--- src/design/triggered_capture_linear_upsampler_defines.svh ---
// assertion macros for the triggered capture upsampler
// used by the top level; needs nothing else
`ifndef TRIGGERED_CAPTURE_LINEAR_UPSAMPLER_DEFINES_SVH
`define TRIGGERED_CAPTURE_LINEAR_UPSAMPLER_DEFINES_SVH

// same-cycle implication
`define TCU_ASSERT_NOW(label, clk, rst, ante, cons, msg) \
  label: assert property (@(posedge clk) disable iff (rst) (ante) |-> (cons)) else $error(msg);

// next-cycle implication
`define TCU_ASSERT_NEXT(label, clk, rst, ante, cons, msg) \
  label: assert property (@(posedge clk) disable iff (rst) (ante) |=> (cons)) else $error(msg);

`endif

--- src/design/tcu_pkg.sv ---
// types and constants of the triggered capture upsampler
// no dependencies; used by the channel interfaces and the top level
`timescale 1ns / 1ps
`default_nettype none

package tcu_pkg;

  localparam int MAX_FRAME = 4096;

  typedef logic [11:0]        adc_t;
  typedef logic signed [15:0] pcm_t;
  typedef logic [1:0]         reg_idx_t;
  typedef logic [13:0]        cfg_data_t;

  localparam reg_idx_t REG_QUIET_LOW  = 2'd0;
  localparam reg_idx_t REG_QUIET_HIGH = 2'd1;
  localparam reg_idx_t REG_SRC_SPAN   = 2'd2;
  localparam reg_idx_t REG_DST_SPAN   = 2'd3;

  localparam logic [11:0] QUIET_LOW_RST  = 12'd1548;
  localparam logic [11:0] QUIET_HIGH_RST = 12'd2548;
  localparam logic [11:0] SRC_SPAN_RST   = 12'd3806;
  localparam logic [13:0] DST_SPAN_RST   = 14'd6767;

  // largest usable source span
  localparam logic [11:0] MAX_SRC_SPAN =
    (MAX_FRAME - 1 > 4095) ? 12'd4095 : 12'(MAX_FRAME - 1);

  // interior outputs per word
  localparam logic [2:0] MAX_INTERIOR = 3'd4;

  // divider step counts
  localparam logic [3:0] FOLD_STEPS = 4'd14;
  localparam logic [3:0] FRAC_STEPS = 4'd15;

endpackage

`default_nettype wire

--- src/design/tcu_adc_if.sv ---
// input channel: raw converter word with valid/ready
// depends on tcu_pkg
`timescale 1ns / 1ps
`default_nettype none

interface tcu_adc_if;
  import tcu_pkg::*;

  logic valid;
  logic ready;
  adc_t adc_sample;

  modport source(output valid, output adc_sample, input ready);
  modport sink(input valid, input adc_sample, output ready);
endinterface

`default_nettype wire

--- src/design/tcu_pcm_if.sv ---
// output channel: interpolated pcm word and frame end flag with valid/ready
// depends on tcu_pkg
`timescale 1ns / 1ps
`default_nettype none

interface tcu_pcm_if;
  import tcu_pkg::*;

  logic valid;
  logic ready;
  pcm_t pcm_out;
  logic frame_end;

  modport source(output valid, output pcm_out, output frame_end, input ready);
  modport sink(input valid, input pcm_out, input frame_end, output ready);
endinterface

`default_nettype wire

--- src/design/triggered_capture_linear_upsampler.sv ---
// channel     dir   payload                    handshake
// adc         in    adc_sample[11:0]           valid/ready
// pcm         out   pcm_out[15:0], frame_end   valid/ready
// cfg         in    cfg_index, cfg_data        cfg_we, no wait
//
// a word outside a frame or opening one is handled in idle alone, any other goes
// through accept and check; each interior output adds check, a 15-step serial
// fraction divide, multiply and emit, a remainder folded after a span change adds
// a fold through the restoring divider and the frame end word a final state; the
// divider makes one quotient bit per cycle.
// rst is synchronous; a stalled pcm word holds the sequencer at its output.
// files: tcu_pkg, tcu_adc_if, tcu_pcm_if, assertion macros header
`timescale 1ns / 1ps
`default_nettype none

`include "triggered_capture_linear_upsampler_defines.svh"

module triggered_capture_linear_upsampler (
  input  wire logic                clk,
  input  wire logic                rst,
  tcu_adc_if.sink                  adc,
  tcu_pcm_if.source                pcm,
  input  wire logic                cfg_we,
  input  wire tcu_pkg::reg_idx_t   cfg_index,
  input  wire tcu_pkg::cfg_data_t  cfg_data
);
  import tcu_pkg::*;

  localparam logic [2:0] ST_IDLE  = 3'd0;
  localparam logic [2:0] ST_FOLD  = 3'd1;
  localparam logic [2:0] ST_CHECK = 3'd2;
  localparam logic [2:0] ST_FRAC  = 3'd3;
  localparam logic [2:0] ST_MUL   = 3'd4;
  localparam logic [2:0] ST_EMIT  = 3'd5;
  localparam logic [2:0] ST_FINAL = 3'd6;

  logic [11:0] quiet_low, quiet_high, src_span;
  logic [13:0] dst_span;

  logic [2:0]  state;
  logic        armed;
  logic [12:0] samples_taken;
  pcm_t        previous_pcm;
  pcm_t        cur_pcm;
  logic [11:0] k_idx;
  logic [11:0] next_floor_index;
  logic [13:0] phase_remainder;
  logic [2:0]  n_out;

  logic [13:0] pr;
  logic [14:0] num;
  logic [14:0] quo;
  logic [3:0]  cnt;
  logic signed [31:0] prod;

  logic        out_valid;
  pcm_t        out_pcm;
  logic        out_end;

  // clamped spans
  logic [11:0] s_one, s_eff;
  logic [13:0] s_ext, s_four, d_eff;

  always_comb begin
    s_one  = (src_span == 12'd0) ? 12'd1 : src_span;
    s_eff  = (s_one > MAX_SRC_SPAN) ? MAX_SRC_SPAN : s_one;
    s_ext  = {2'b00, s_eff};
    s_four = {s_eff, 2'b00};
    if (dst_span < s_ext) begin
      d_eff = s_ext;
    end else if (dst_span > s_four) begin
      d_eff = s_four;
    end else begin
      d_eff = dst_span;
    end
  end

  // input word decode
  logic        accept, loud, stop;
  pcm_t        pcm_in;
  assign accept = adc.valid && adc.ready;
  assign loud   = (adc.adc_sample < quiet_low) || (adc.adc_sample > quiet_high);
  assign pcm_in = {~adc.adc_sample[11], adc.adc_sample[10:0], 4'b0000};
  assign stop   = samples_taken >= ({1'b0, s_eff} + 13'd1);

  // shared restoring divider step
  logic [14:0] trial;
  logic        trial_ge;
  logic [13:0] pr_next;
  logic [14:0] quo_next;
  logic [14:0] trial_sub;
  assign trial     = {pr, num[14]};
  assign trial_ge  = trial >= {1'b0, d_eff};
  assign trial_sub = trial - {1'b0, d_eff};
  assign pr_next   = trial_ge ? trial_sub[13:0] : trial[13:0];
  assign quo_next  = {quo[13:0], trial_ge};

  // phase advance by one source span
  logic [14:0] adv_sum, adv_sub;
  logic        adv_ge;
  assign adv_sum = {1'b0, phase_remainder} + {3'b000, s_eff};
  assign adv_ge  = adv_sum >= {1'b0, d_eff};
  assign adv_sub = adv_sum - {1'b0, d_eff};

  logic signed [16:0] diff;
  logic signed [33:0] prod_full;
  assign diff      = {cur_pcm[15], cur_pcm} - {previous_pcm[15], previous_pcm};
  assign prod_full = diff * $signed({2'b00, quo});

  logic out_free;
  assign out_free = !out_valid || pcm.ready;

  assign adc.ready     = (state == ST_IDLE);
  assign pcm.valid     = out_valid;
  assign pcm.pcm_out   = out_pcm;
  assign pcm.frame_end = out_end;

  always_ff @(posedge clk) begin
    if (rst) begin
      quiet_low  <= QUIET_LOW_RST;
      quiet_high <= QUIET_HIGH_RST;
      src_span   <= SRC_SPAN_RST;
      dst_span   <= DST_SPAN_RST;
    end else if (cfg_we) begin
      case (cfg_index)
        REG_QUIET_LOW:  quiet_low  <= cfg_data[11:0];
        REG_QUIET_HIGH: quiet_high <= cfg_data[11:0];
        REG_SRC_SPAN:   src_span   <= cfg_data[11:0];
        REG_DST_SPAN:   dst_span   <= cfg_data;
        default:        quiet_low  <= quiet_low;
      endcase
    end
  end

  always_ff @(posedge clk) begin
    if (rst) begin
      state            <= ST_IDLE;
      armed            <= 1'b0;
      samples_taken    <= '0;
      previous_pcm     <= '0;
      next_floor_index <= '0;
      phase_remainder  <= '0;
      out_valid        <= 1'b0;
      n_out            <= '0;
      cnt              <= '0;
    end else begin
      if (out_valid && pcm.ready && !(state inside {ST_EMIT, ST_FINAL})) begin
        out_valid <= 1'b0;
      end
      case (state)
        ST_IDLE: begin
          if (accept && (armed || loud)) begin
            armed <= !stop;
            if (stop) begin
              samples_taken <= '0;
            end else begin
              samples_taken <= samples_taken + 13'd1;
              k_idx         <= samples_taken[11:0];
              cur_pcm       <= pcm_in;
              n_out         <= '0;
              if (samples_taken == 13'd0) begin
                next_floor_index <= '0;
                phase_remainder  <= '0;
                previous_pcm     <= pcm_in;
              end else if (phase_remainder >= d_eff) begin
                pr    <= '0;
                num   <= {phase_remainder, 1'b0};
                quo   <= '0;
                cnt   <= FOLD_STEPS;
                state <= ST_FOLD;
              end else begin
                state <= ST_CHECK;
              end
            end
          end
        end
        ST_FOLD: begin
          pr  <= pr_next;
          num <= {num[13:0], 1'b0};
          quo <= quo_next;
          cnt <= cnt - 4'd1;
          if (cnt == 4'd1) begin
            next_floor_index <= next_floor_index + quo_next[11:0];
            phase_remainder  <= pr_next;
            state            <= ST_CHECK;
          end
        end
        ST_CHECK: begin
          if ((n_out < MAX_INTERIOR) && (next_floor_index == (k_idx - 12'd1))) begin
            pr    <= phase_remainder;
            num   <= '0;
            quo   <= '0;
            cnt   <= FRAC_STEPS;
            state <= ST_FRAC;
          end else if (k_idx == s_eff) begin
            state <= ST_FINAL;
          end else begin
            previous_pcm <= cur_pcm;
            state        <= ST_IDLE;
          end
        end
        ST_FRAC: begin
          pr  <= pr_next;
          num <= {num[13:0], 1'b0};
          quo <= quo_next;
          cnt <= cnt - 4'd1;
          if (cnt == 4'd1) begin
            state <= ST_MUL;
          end
        end
        ST_MUL: begin
          prod  <= prod_full[31:0];
          state <= ST_EMIT;
        end
        ST_EMIT: begin
          if (out_free) begin
            out_valid <= 1'b1;
            out_pcm   <= previous_pcm + prod[30:15];
            out_end   <= 1'b0;
            n_out     <= n_out + 3'd1;
            if (adv_ge) begin
              phase_remainder  <= adv_sub[13:0];
              next_floor_index <= next_floor_index + 12'd1;
            end else begin
              phase_remainder <= adv_sum[13:0];
            end
            state <= ST_CHECK;
          end
        end
        ST_FINAL: begin
          if (out_free) begin
            out_valid    <= 1'b1;
            out_pcm      <= cur_pcm;
            out_end      <= 1'b1;
            previous_pcm <= cur_pcm;
            state        <= ST_IDLE;
          end
        end
        default: begin
          state <= ST_IDLE;
        end
      endcase
    end
  end

  `TCU_ASSERT_NOW(a_disarmed_count_clear, clk, rst, !armed, samples_taken == 13'd0,
                  "count set while disarmed")
  `TCU_ASSERT_NOW(a_phase_reduced, clk, rst, state == ST_CHECK, phase_remainder < d_eff,
                  "phase remainder not reduced")
  `TCU_ASSERT_NOW(a_div_partial, clk, rst, (state == ST_FOLD) || (state == ST_FRAC),
                  pr < d_eff, "divider partial remainder out of range")
  `TCU_ASSERT_NOW(a_interior_cap, clk, rst, state == ST_EMIT, n_out < MAX_INTERIOR,
                  "too many interior words")
  `TCU_ASSERT_NEXT(a_final_to_idle, clk, rst, (state == ST_FINAL) && out_free,
                   (state == ST_IDLE) && out_end, "frame end word not issued")

endmodule

`default_nettype wire

--- src/flat_wrapper.sv ---
// flat-port wrapper written by rule: the top's interface ports become plain ports
module triggered_capture_linear_upsampler_flat import tcu_pkg::*;
  (clk, rst, cfg_we, cfg_index, cfg_data, adc_valid, adc_adc_sample, adc_ready, pcm_valid, pcm_pcm_out, pcm_frame_end, pcm_ready);
  tcu_adc_if adc_i ();
  tcu_pcm_if pcm_i ();
  input  wire logic clk;
  input  wire logic rst;
  input  wire logic cfg_we;
  input  wire tcu_pkg::reg_idx_t cfg_index;
  input  wire tcu_pkg::cfg_data_t cfg_data;
  input wire logic [$bits(adc_i.valid)-1:0] adc_valid;
  input wire logic [$bits(adc_i.adc_sample)-1:0] adc_adc_sample;
  output wire logic [$bits(adc_i.ready)-1:0] adc_ready;
  output wire logic [$bits(pcm_i.valid)-1:0] pcm_valid;
  output wire logic [$bits(pcm_i.pcm_out)-1:0] pcm_pcm_out;
  output wire logic [$bits(pcm_i.frame_end)-1:0] pcm_frame_end;
  input wire logic [$bits(pcm_i.ready)-1:0] pcm_ready;
  assign adc_i.valid = adc_valid;
  assign adc_i.adc_sample = adc_adc_sample;
  assign adc_ready = adc_i.ready;
  assign pcm_valid = pcm_i.valid;
  assign pcm_pcm_out = pcm_i.pcm_out;
  assign pcm_frame_end = pcm_i.frame_end;
  assign pcm_i.ready = pcm_ready;
  triggered_capture_linear_upsampler u_core (.clk(clk), .rst(rst), .adc(adc_i), .pcm(pcm_i), .cfg_we(cfg_we), .cfg_index(cfg_index), .cfg_data(cfg_data));
endmodule
--- config.mk ---
export PLATFORM = sky130hd
export DESIGN_NAME = triggered_capture_linear_upsampler_flat
export DESIGN_NICKNAME = d
export VERILOG_FILES = /design/src/design/tcu_pkg.sv /design/src/design/tcu_adc_if.sv /design/src/design/tcu_pcm_if.sv /design/src/design/triggered_capture_linear_upsampler.sv /design/src/flat_wrapper.sv
export VERILOG_INCLUDE_DIRS = /design/src /design/src/design
export SDC_FILE = /design/constraint.sdc
export NUM_CORES = 1
export LEC_CHECK = 0
export ABC_AREA = 1
export BUFFER_PORTS_ARGS = -buffer_cell sky130_fd_sc_hd__buf_2
export CAP_MARGIN = 20
export CELL_PAD_IN_SITES_DETAIL_PLACEMENT = 0
export CELL_PAD_IN_SITES_GLOBAL_PLACEMENT = 1
export CORE_ASPECT_RATIO = 0.8
export CORE_UTILIZATION = 53
export CTS_BUF_LIST = sky130_fd_sc_hd__clkbuf_2 sky130_fd_sc_hd__clkbuf_4 sky130_fd_sc_hd__clkbuf_8
export DETAILED_ROUTE_END_ITERATION = 6
export PLACE_DENSITY = 0.95
export SYNTH_ARGS = -nofsm -noshare
export SYNTH_HDL_FRONTEND = slang
export SYNTH_SLANG_ARGS = --single-unit
--- constraint.sdc ---
create_clock -name clk -period 16.92 [get_ports clk]
set_clock_uncertainty 0.15 [all_clocks]
set_input_delay 0 -clock clk [delete_from_list [all_inputs] [get_ports clk]]
set_output_delay 0 -clock clk [all_outputs]
set_load 0.01 [all_outputs]
Word level (Yosys, flattened, before mapping)
Cells that the tools add are included.
- word-level logic and storage cells: 182
- bits in writable memories: 0
- latch bits: 0
- memories: 0
- register bits after elaboration: 233
- bits in read-only memories: 0
- muxes and demuxes: 73
- multipliers: 1
- $lt $le $gt $ge: 10
- shifts and indexed selects: 0
- div/mod/pow operators: 0
- bitwise operators: 3
- reductions and logical operators: 37
- add/sub/neg operators: 12
- equality and inequality tests: 25
- operators with widths (cell ; number):
    2-to-1 mux 14 bit ; 14
    2-to-1 mux 15 bit ; 9
    2-to-1 mux 16 bit ; 7
    2-to-1 mux 12 bit ; 8
    case mux 15 bit (3 select lines) ; 2
    case mux 14 bit (3 select lines) ; 2
    case mux 16 bit (3 select lines) ; 1
    2-to-1 mux 3 bit ; 12
    case mux 12 bit (3 select lines) ; 1
    case mux 16 bit (2 select lines) ; 1
    multiplier 17 x 16 -> 31 bit ; 1
    greater-or-equal comparator 15 x 14 -> 1 bit ; 2
    AND reduction 7 bit ; 4
    subtractor 14 bit ; 2
    == test 12 bit ; 2
    case mux 3 bit (7 select lines) ; 1
    2-to-1 mux 4 bit ; 5
    subtractor 16 x 16 -> 17 bit ; 1
    adder 16 bit ; 1
    adder 14 x 12 -> 15 bit ; 1
    greater-or-equal comparator 14 bit ; 1
    > comparator 14 bit ; 1
    < comparator 14 x 12 -> 1 bit ; 1
    != test 2 bit, second input constant ; 7
    39 further kinds ; 74

Depth between registers and ports, before layout
- depth after elaboration: 13
- gate-level depth with buffers: 39

Worst setup path after synthesis
Ideal clock, no wire load.
- kind: register to register
- start: reg u_core.cur_pcm[4]
- end: reg u_core.prod[30] (data pin)
- slack: 9.529 ns
- clock period less this slack: 7.391 ns
- arrival: 6.988 ns
- path buffers: 2
- cell stages (with the launch flop): 31
- path through: edfxtp_1 > inv_1 > ha_1 > fa_1 > inv_1 > nand2_1 > a21oi_1 > nand3_1 > nand4_1 > nand2_1 > clkbuf_1 > nor2_1 > fa_1 > fa_1 > clkbuf_1 > xnor2_1 > xor2_1 > fa_1 > fa_1 > inv_1 > fa_1 > inv_1 > ha_1 > a21oi_1 > o21ai_0 > a221oi_1 > o21ai_0 > a21oi_1 > inv_1 > nand2_1 > nand2_1
- longest elaborated chain between the ends: 2
- RTL lines (element ; line ; source):
    start, declared ; triggered_capture_linear_upsampler.sv:44 ; pcm_t cur_pcm;
    start signal, assigned ; triggered_capture_linear_upsampler.sv:159 ; cur_pcm <= pcm_in;
    subtractor 16 x 16 -> 17 bit ; triggered_capture_linear_upsampler.sv:107 ; assign diff = {cur_pcm[15], cur_pcm} - {previous_pcm[15], previous_pcm};
    multiplier 17 x 16 -> 31 bit ; triggered_capture_linear_upsampler.sv:108 ; assign prod_full = diff * $signed({2'b00, quo});
    via u_core.prod_full[30] ; triggered_capture_linear_upsampler.sv:106 ; logic signed [33:0] prod_full;
    end signal, assigned ; triggered_capture_linear_upsampler.sv:212 ; prod <= prod_full[31:0];
    end, declared ; triggered_capture_linear_upsampler.sv:54 ; logic signed [31:0] prod;
The timed path passes the listed nets, and every way through them passes these cells.
A chain may end at the register's enable or synchronous reset.

Final worst setup path
Ends and elaborated chain as after synthesis.

==> impl.org <==
** Global routing
- The via count of the first global-routing pass came to roughly 20000.
- Congestion Overflow GR :: 0
- Initial antenna violation count :: 0
- The first global-routing pass estimated around 110000 microns of wire.
- GRT Overall Usage :: 0.318
- Entering global routing, the biggest net connects just under 90 pins.

** Finish
- Area of combinational cells with multiple inputs :: between 0.015 and 0.02 sq mm
- Leading cell type in the layout, fill and taps excluded :: sky130_fd_sc_hd__nand2_1
- In the layout the commonest cells are 660 x sky130_fd_sc_hd__nand2_1, 511 x sky130_fd_sc_hd__inv_1, 323 x sky130_fd_sc_hd__nor2_1, 222 x sky130_fd_sc_hd__ha_1, 195 x sky130_fd_sc_hd__fa_1.
- Layout area overhead :: 8.95%
- The sequential cells in the finished layout cover a total of roughly 0.0053 sq mm.
- Ratio of cells with drive above 1 in the final layout :: 0.0594
- At the end of the flow, the number of nets in the layout was 3572.
- Antenna fix cells :: 0
- The filler cells instantiated in the layout total between 3000 and 4000.

** Synthesis
- When the netlist entered floorplanning its net count stood at between 3000 and 4000.
- Portion of netlist area occupied by mux cells :: 0
- Mapped Avg Cell Area :: approximately 7.5 sq um
- Gate count of the mapped netlist :: between 3000 and 4000
- Synthesized flop and latch total :: between 200 and 250
- By area the synthesized netlist is led by sky130_fd_sc_hd__fa_1 17%, sky130_fd_sc_hd__edfxtp_1 13%, sky130_fd_sc_hd__ha_1 12%.
- Synthesis instantiated 56 different standard cells from the library.
- Of all flip-flops after synthesis, the portion carrying an async set or reset was 0.
- The Yosys step of the flow raised 0 warnings.
- Of the total synthesized cell area, the portion taken by full adders, half adders and majority gates is 0.292.
- Netlist area before placement :: approximately 0.023 sq mm
- Simple-gate share of the synthesized area :: 0.223
- Prevailing post-synth register cell :: sky130_fd_sc_hd__dfxtp_1
- Summed over all instances, the cell type with the most area after synthesis is sky130_fd_sc_hd__fa_1.
- The post-synthesis compound-gate area fraction is 0.113.
- Main combinational cell family by area after synthesis :: adder cells
- The share of synthesized area in the top cell type comes to 0.171.
- XOR/XNOR Fraction of Synth Area :: 0.0398
- Of the synthesized area, sequential elements account for 0.230.
- Count of flip-flops with a built-in enable after synthesis :: 100

** Floorplan
- In this run the core area contains 67 standard-cell rows.
- The initial utilization of the core area, before any placement, comes to 0.542.
- Core Box Area :: about 0.042 sq mm
- Die width :: approximately 230 microns
- Boundary Pins :: 52
- The floorplan step defined a die boundary enclosing roughly 0.044 sq mm.
- Measured along the y axis, the die boundary spans between 150 and 200 microns.

** Routing
- The final route contains a little over 20000 vias.
- Avg WL per Cell :: between 15 and 20 microns
- Post-route DRC :: 0
- Number of DRC markers after the initial detailed-route iteration :: just over 2000
- Antenna-violating nets left :: 0
- Routed wire length :: a little under 70000 microns
- Via density per instance :: 5.59
- TritonRoute pass-1 iters :: 6

** Job
- Number of maximum-capacitance constraint violations :: 0

** Status
- Run status :: finished clean

** Clock network
- The cell sitting at the root of the clock tree is a sky130_fd_sc_hd__clkbuf_8.
- The clock reaches the later pin of the worst-skew pair after 0.60 ns.
- Post-CTS timing repair inserted 0 buffers for setup.
- TritonCTS built the clock tree.
- Counting along the longest clock path gives a buffer depth of 3.
- CTS saw ~210 sinks.
- After clock tree synthesis, the clock-pin slew on the worst setup and hold paths is 0.06 ns.
- The H-tree was split into 2 levels.
- Cts bufs inserted :: 39

** Hold path
- Path category of the worst min-delay check :: in -> reg

** Worst setup path
- The worst setup path is captured at a flip-flop.
- Worst setup path class :: reg -> reg
- For the worst setup path, the data required time is between 15 and 20 ns.
- CP arrival :: about 8.4 ns
- In this run the worst path has a maximum fanout of 14.
- The worst setup path is launched from a flip-flop.

** STA
- The hold violation count in the final report is 0.
- Setup violations remaining at the end of the flow were counted as 0.
- At the pin with the least slew margin, the transition time is slightly above 1 ns.
- Adding up every negative setup slack in the final design gives 0 ns.
- The max-slew violation count is 0.
- Maximum achievable frequency :: about 120 MHz
- Slew headroom :: 0.327
- Minimum clock period after layout :: between 8 and 9 ns
- RSZ-0062 raised after global routing :: false
- In the finished design, the share of the clock period the worst path needs comes to 0.486.

** Placement
- Buffers placed on the I/O ports in this run total approximately 50.
- Final HPWL DP :: 54500 microns
- The congestion estimate from routability-driven global placement came to 0.978.
==> Yosys cell counts, drive strengths merged, types with 9 or more instances <==
library cell / n
nand2: 668
inv: 518
nor2: 330
ha: 222
o21ai: 199
fa: 195
a21oi: 192
nand3: 134
dfxtp: 113
edfxtp: 100
clkbuf: 61
xnor2: 55
xor2: 49
nand4: 41
o211ai: 26
nor3: 23
buf: 22
o21bai: 12
o22ai: 11
or2: 10
clkinv: 9
nor4: 9
==> final timing paths <==
check / start / slack [ns] / to / cells after the start
worst max-delay path: u_core.cur_pcm[4] / 8.69 / u_core.prod[30] / 27
worst min-delay path: adc_adc_sample[7] / 0.06 / u_core.cur_pcm[11] / 2
worst max register to register: u_core.cur_pcm[4] / 8.69 / u_core.prod[30] / 27
worst min register to register: u_core.quiet_low[4] / 0.31 / u_core.quiet_low[4] / 2
==> sequential cells by signal, summed over array words and instances (netlist names), 13 cells and up <==
name / count
u_core.quo: 15
u_core.phase_remainder: 14
u_core.num: 14
u_core.pcm.pcm_out: 16
u_core.dst_span: 14
u_core.pr: 14
u_core.samples_taken: 13
u_core.prod: 16
==> per-stage QoR <==
stage	worst slack, ns	utilization	instance area (sq um)	std cells	hold WS (ns)
after floorplan	9.53	-	22900	3046	-0.0511
after global placement	9.00	0.560	23700	3589	0.0680
after detailed placement	8.67	0.561	23700	3590	0.0781
after CTS	8.66	0.590	24900	3702	0.0183
after global routing	8.12	0.590	24900	3702	0.0572
final	8.69	0.590	24900	3702	0.0561
==> kinds of logic after synthesis <==
kind of cell               count (synthesis)
AOI/OAI and AO/OA                        474
and+or+nand+nor                         1228
DFF                                      213
buffers and inverters                    610
adders and majority gates                417
xor gates and xnor gates                 104
==> metal layers <==
layer / vias to the layer above / wire length, microns / GRT usage
met5: - / 0 / 0
met4: 0 / 1980 / 0.0960
met3: 105 / 7290 / 0.0771
met2: 871 / 28000 / 0.452
met1: 9803 / 30700 / 0.472
li1: 9908 / - / -
==> worst max-delay path, stage by stage, from the launching register on <==
cell and delay, ns:
sky130_fd_sc_hd__edfxtp_1 0.32, sky130_fd_sc_hd__inv_1 0.05, sky130_fd_sc_hd__ha_1 0.25, sky130_fd_sc_hd__fa_1 0.47, sky130_fd_sc_hd__inv_1 0.07, sky130_fd_sc_hd__nand2_1 0.04
sky130_fd_sc_hd__a21oi_1 0.28, sky130_fd_sc_hd__nand3_1 0.15, sky130_fd_sc_hd__nand4_1 0.12, sky130_fd_sc_hd__nand2_1 0.31, sky130_fd_sc_hd__nor2_1 0.43, sky130_fd_sc_hd__fa_1 0.56
sky130_fd_sc_hd__fa_1 0.99, sky130_fd_sc_hd__fa_1 0.52, sky130_fd_sc_hd__fa_1 0.47, sky130_fd_sc_hd__fa_1 0.54, sky130_fd_sc_hd__inv_1 0.05, sky130_fd_sc_hd__fa_1 0.53
sky130_fd_sc_hd__inv_1 0.04, sky130_fd_sc_hd__ha_1 0.34, sky130_fd_sc_hd__a21oi_1 0.28, sky130_fd_sc_hd__o21ai_0 0.13, sky130_fd_sc_hd__a221oi_1 0.36, sky130_fd_sc_hd__o21ai_0 0.14
sky130_fd_sc_hd__a21oi_1 0.22, sky130_fd_sc_hd__inv_1 0.06, sky130_fd_sc_hd__nand2_1 0.06, sky130_fd_sc_hd__nand2_1 0.04
==> area by class of cell <==
type                            instances  share of cell area
Clock buffer                           54              0.0273
Clock inverter                         15             0.00552
Inverter                              527              0.0793
Multi-Input combinational cell       2223               0.614
Sequential cell                       213               0.211
Tap cell                              552              0.0277
Timing Repair Buffer                  118              0.0355
==> what timing repair did <==
action                    4_1_cts  5_1_grt
gates resized for setup         0        0
hold endpoints to repair      103        0
hold buffers                   43        0
Power is left out: the tool's default activity adds up to more than one toggle a clock period on the data nets, which glitch-free logic cannot reach.
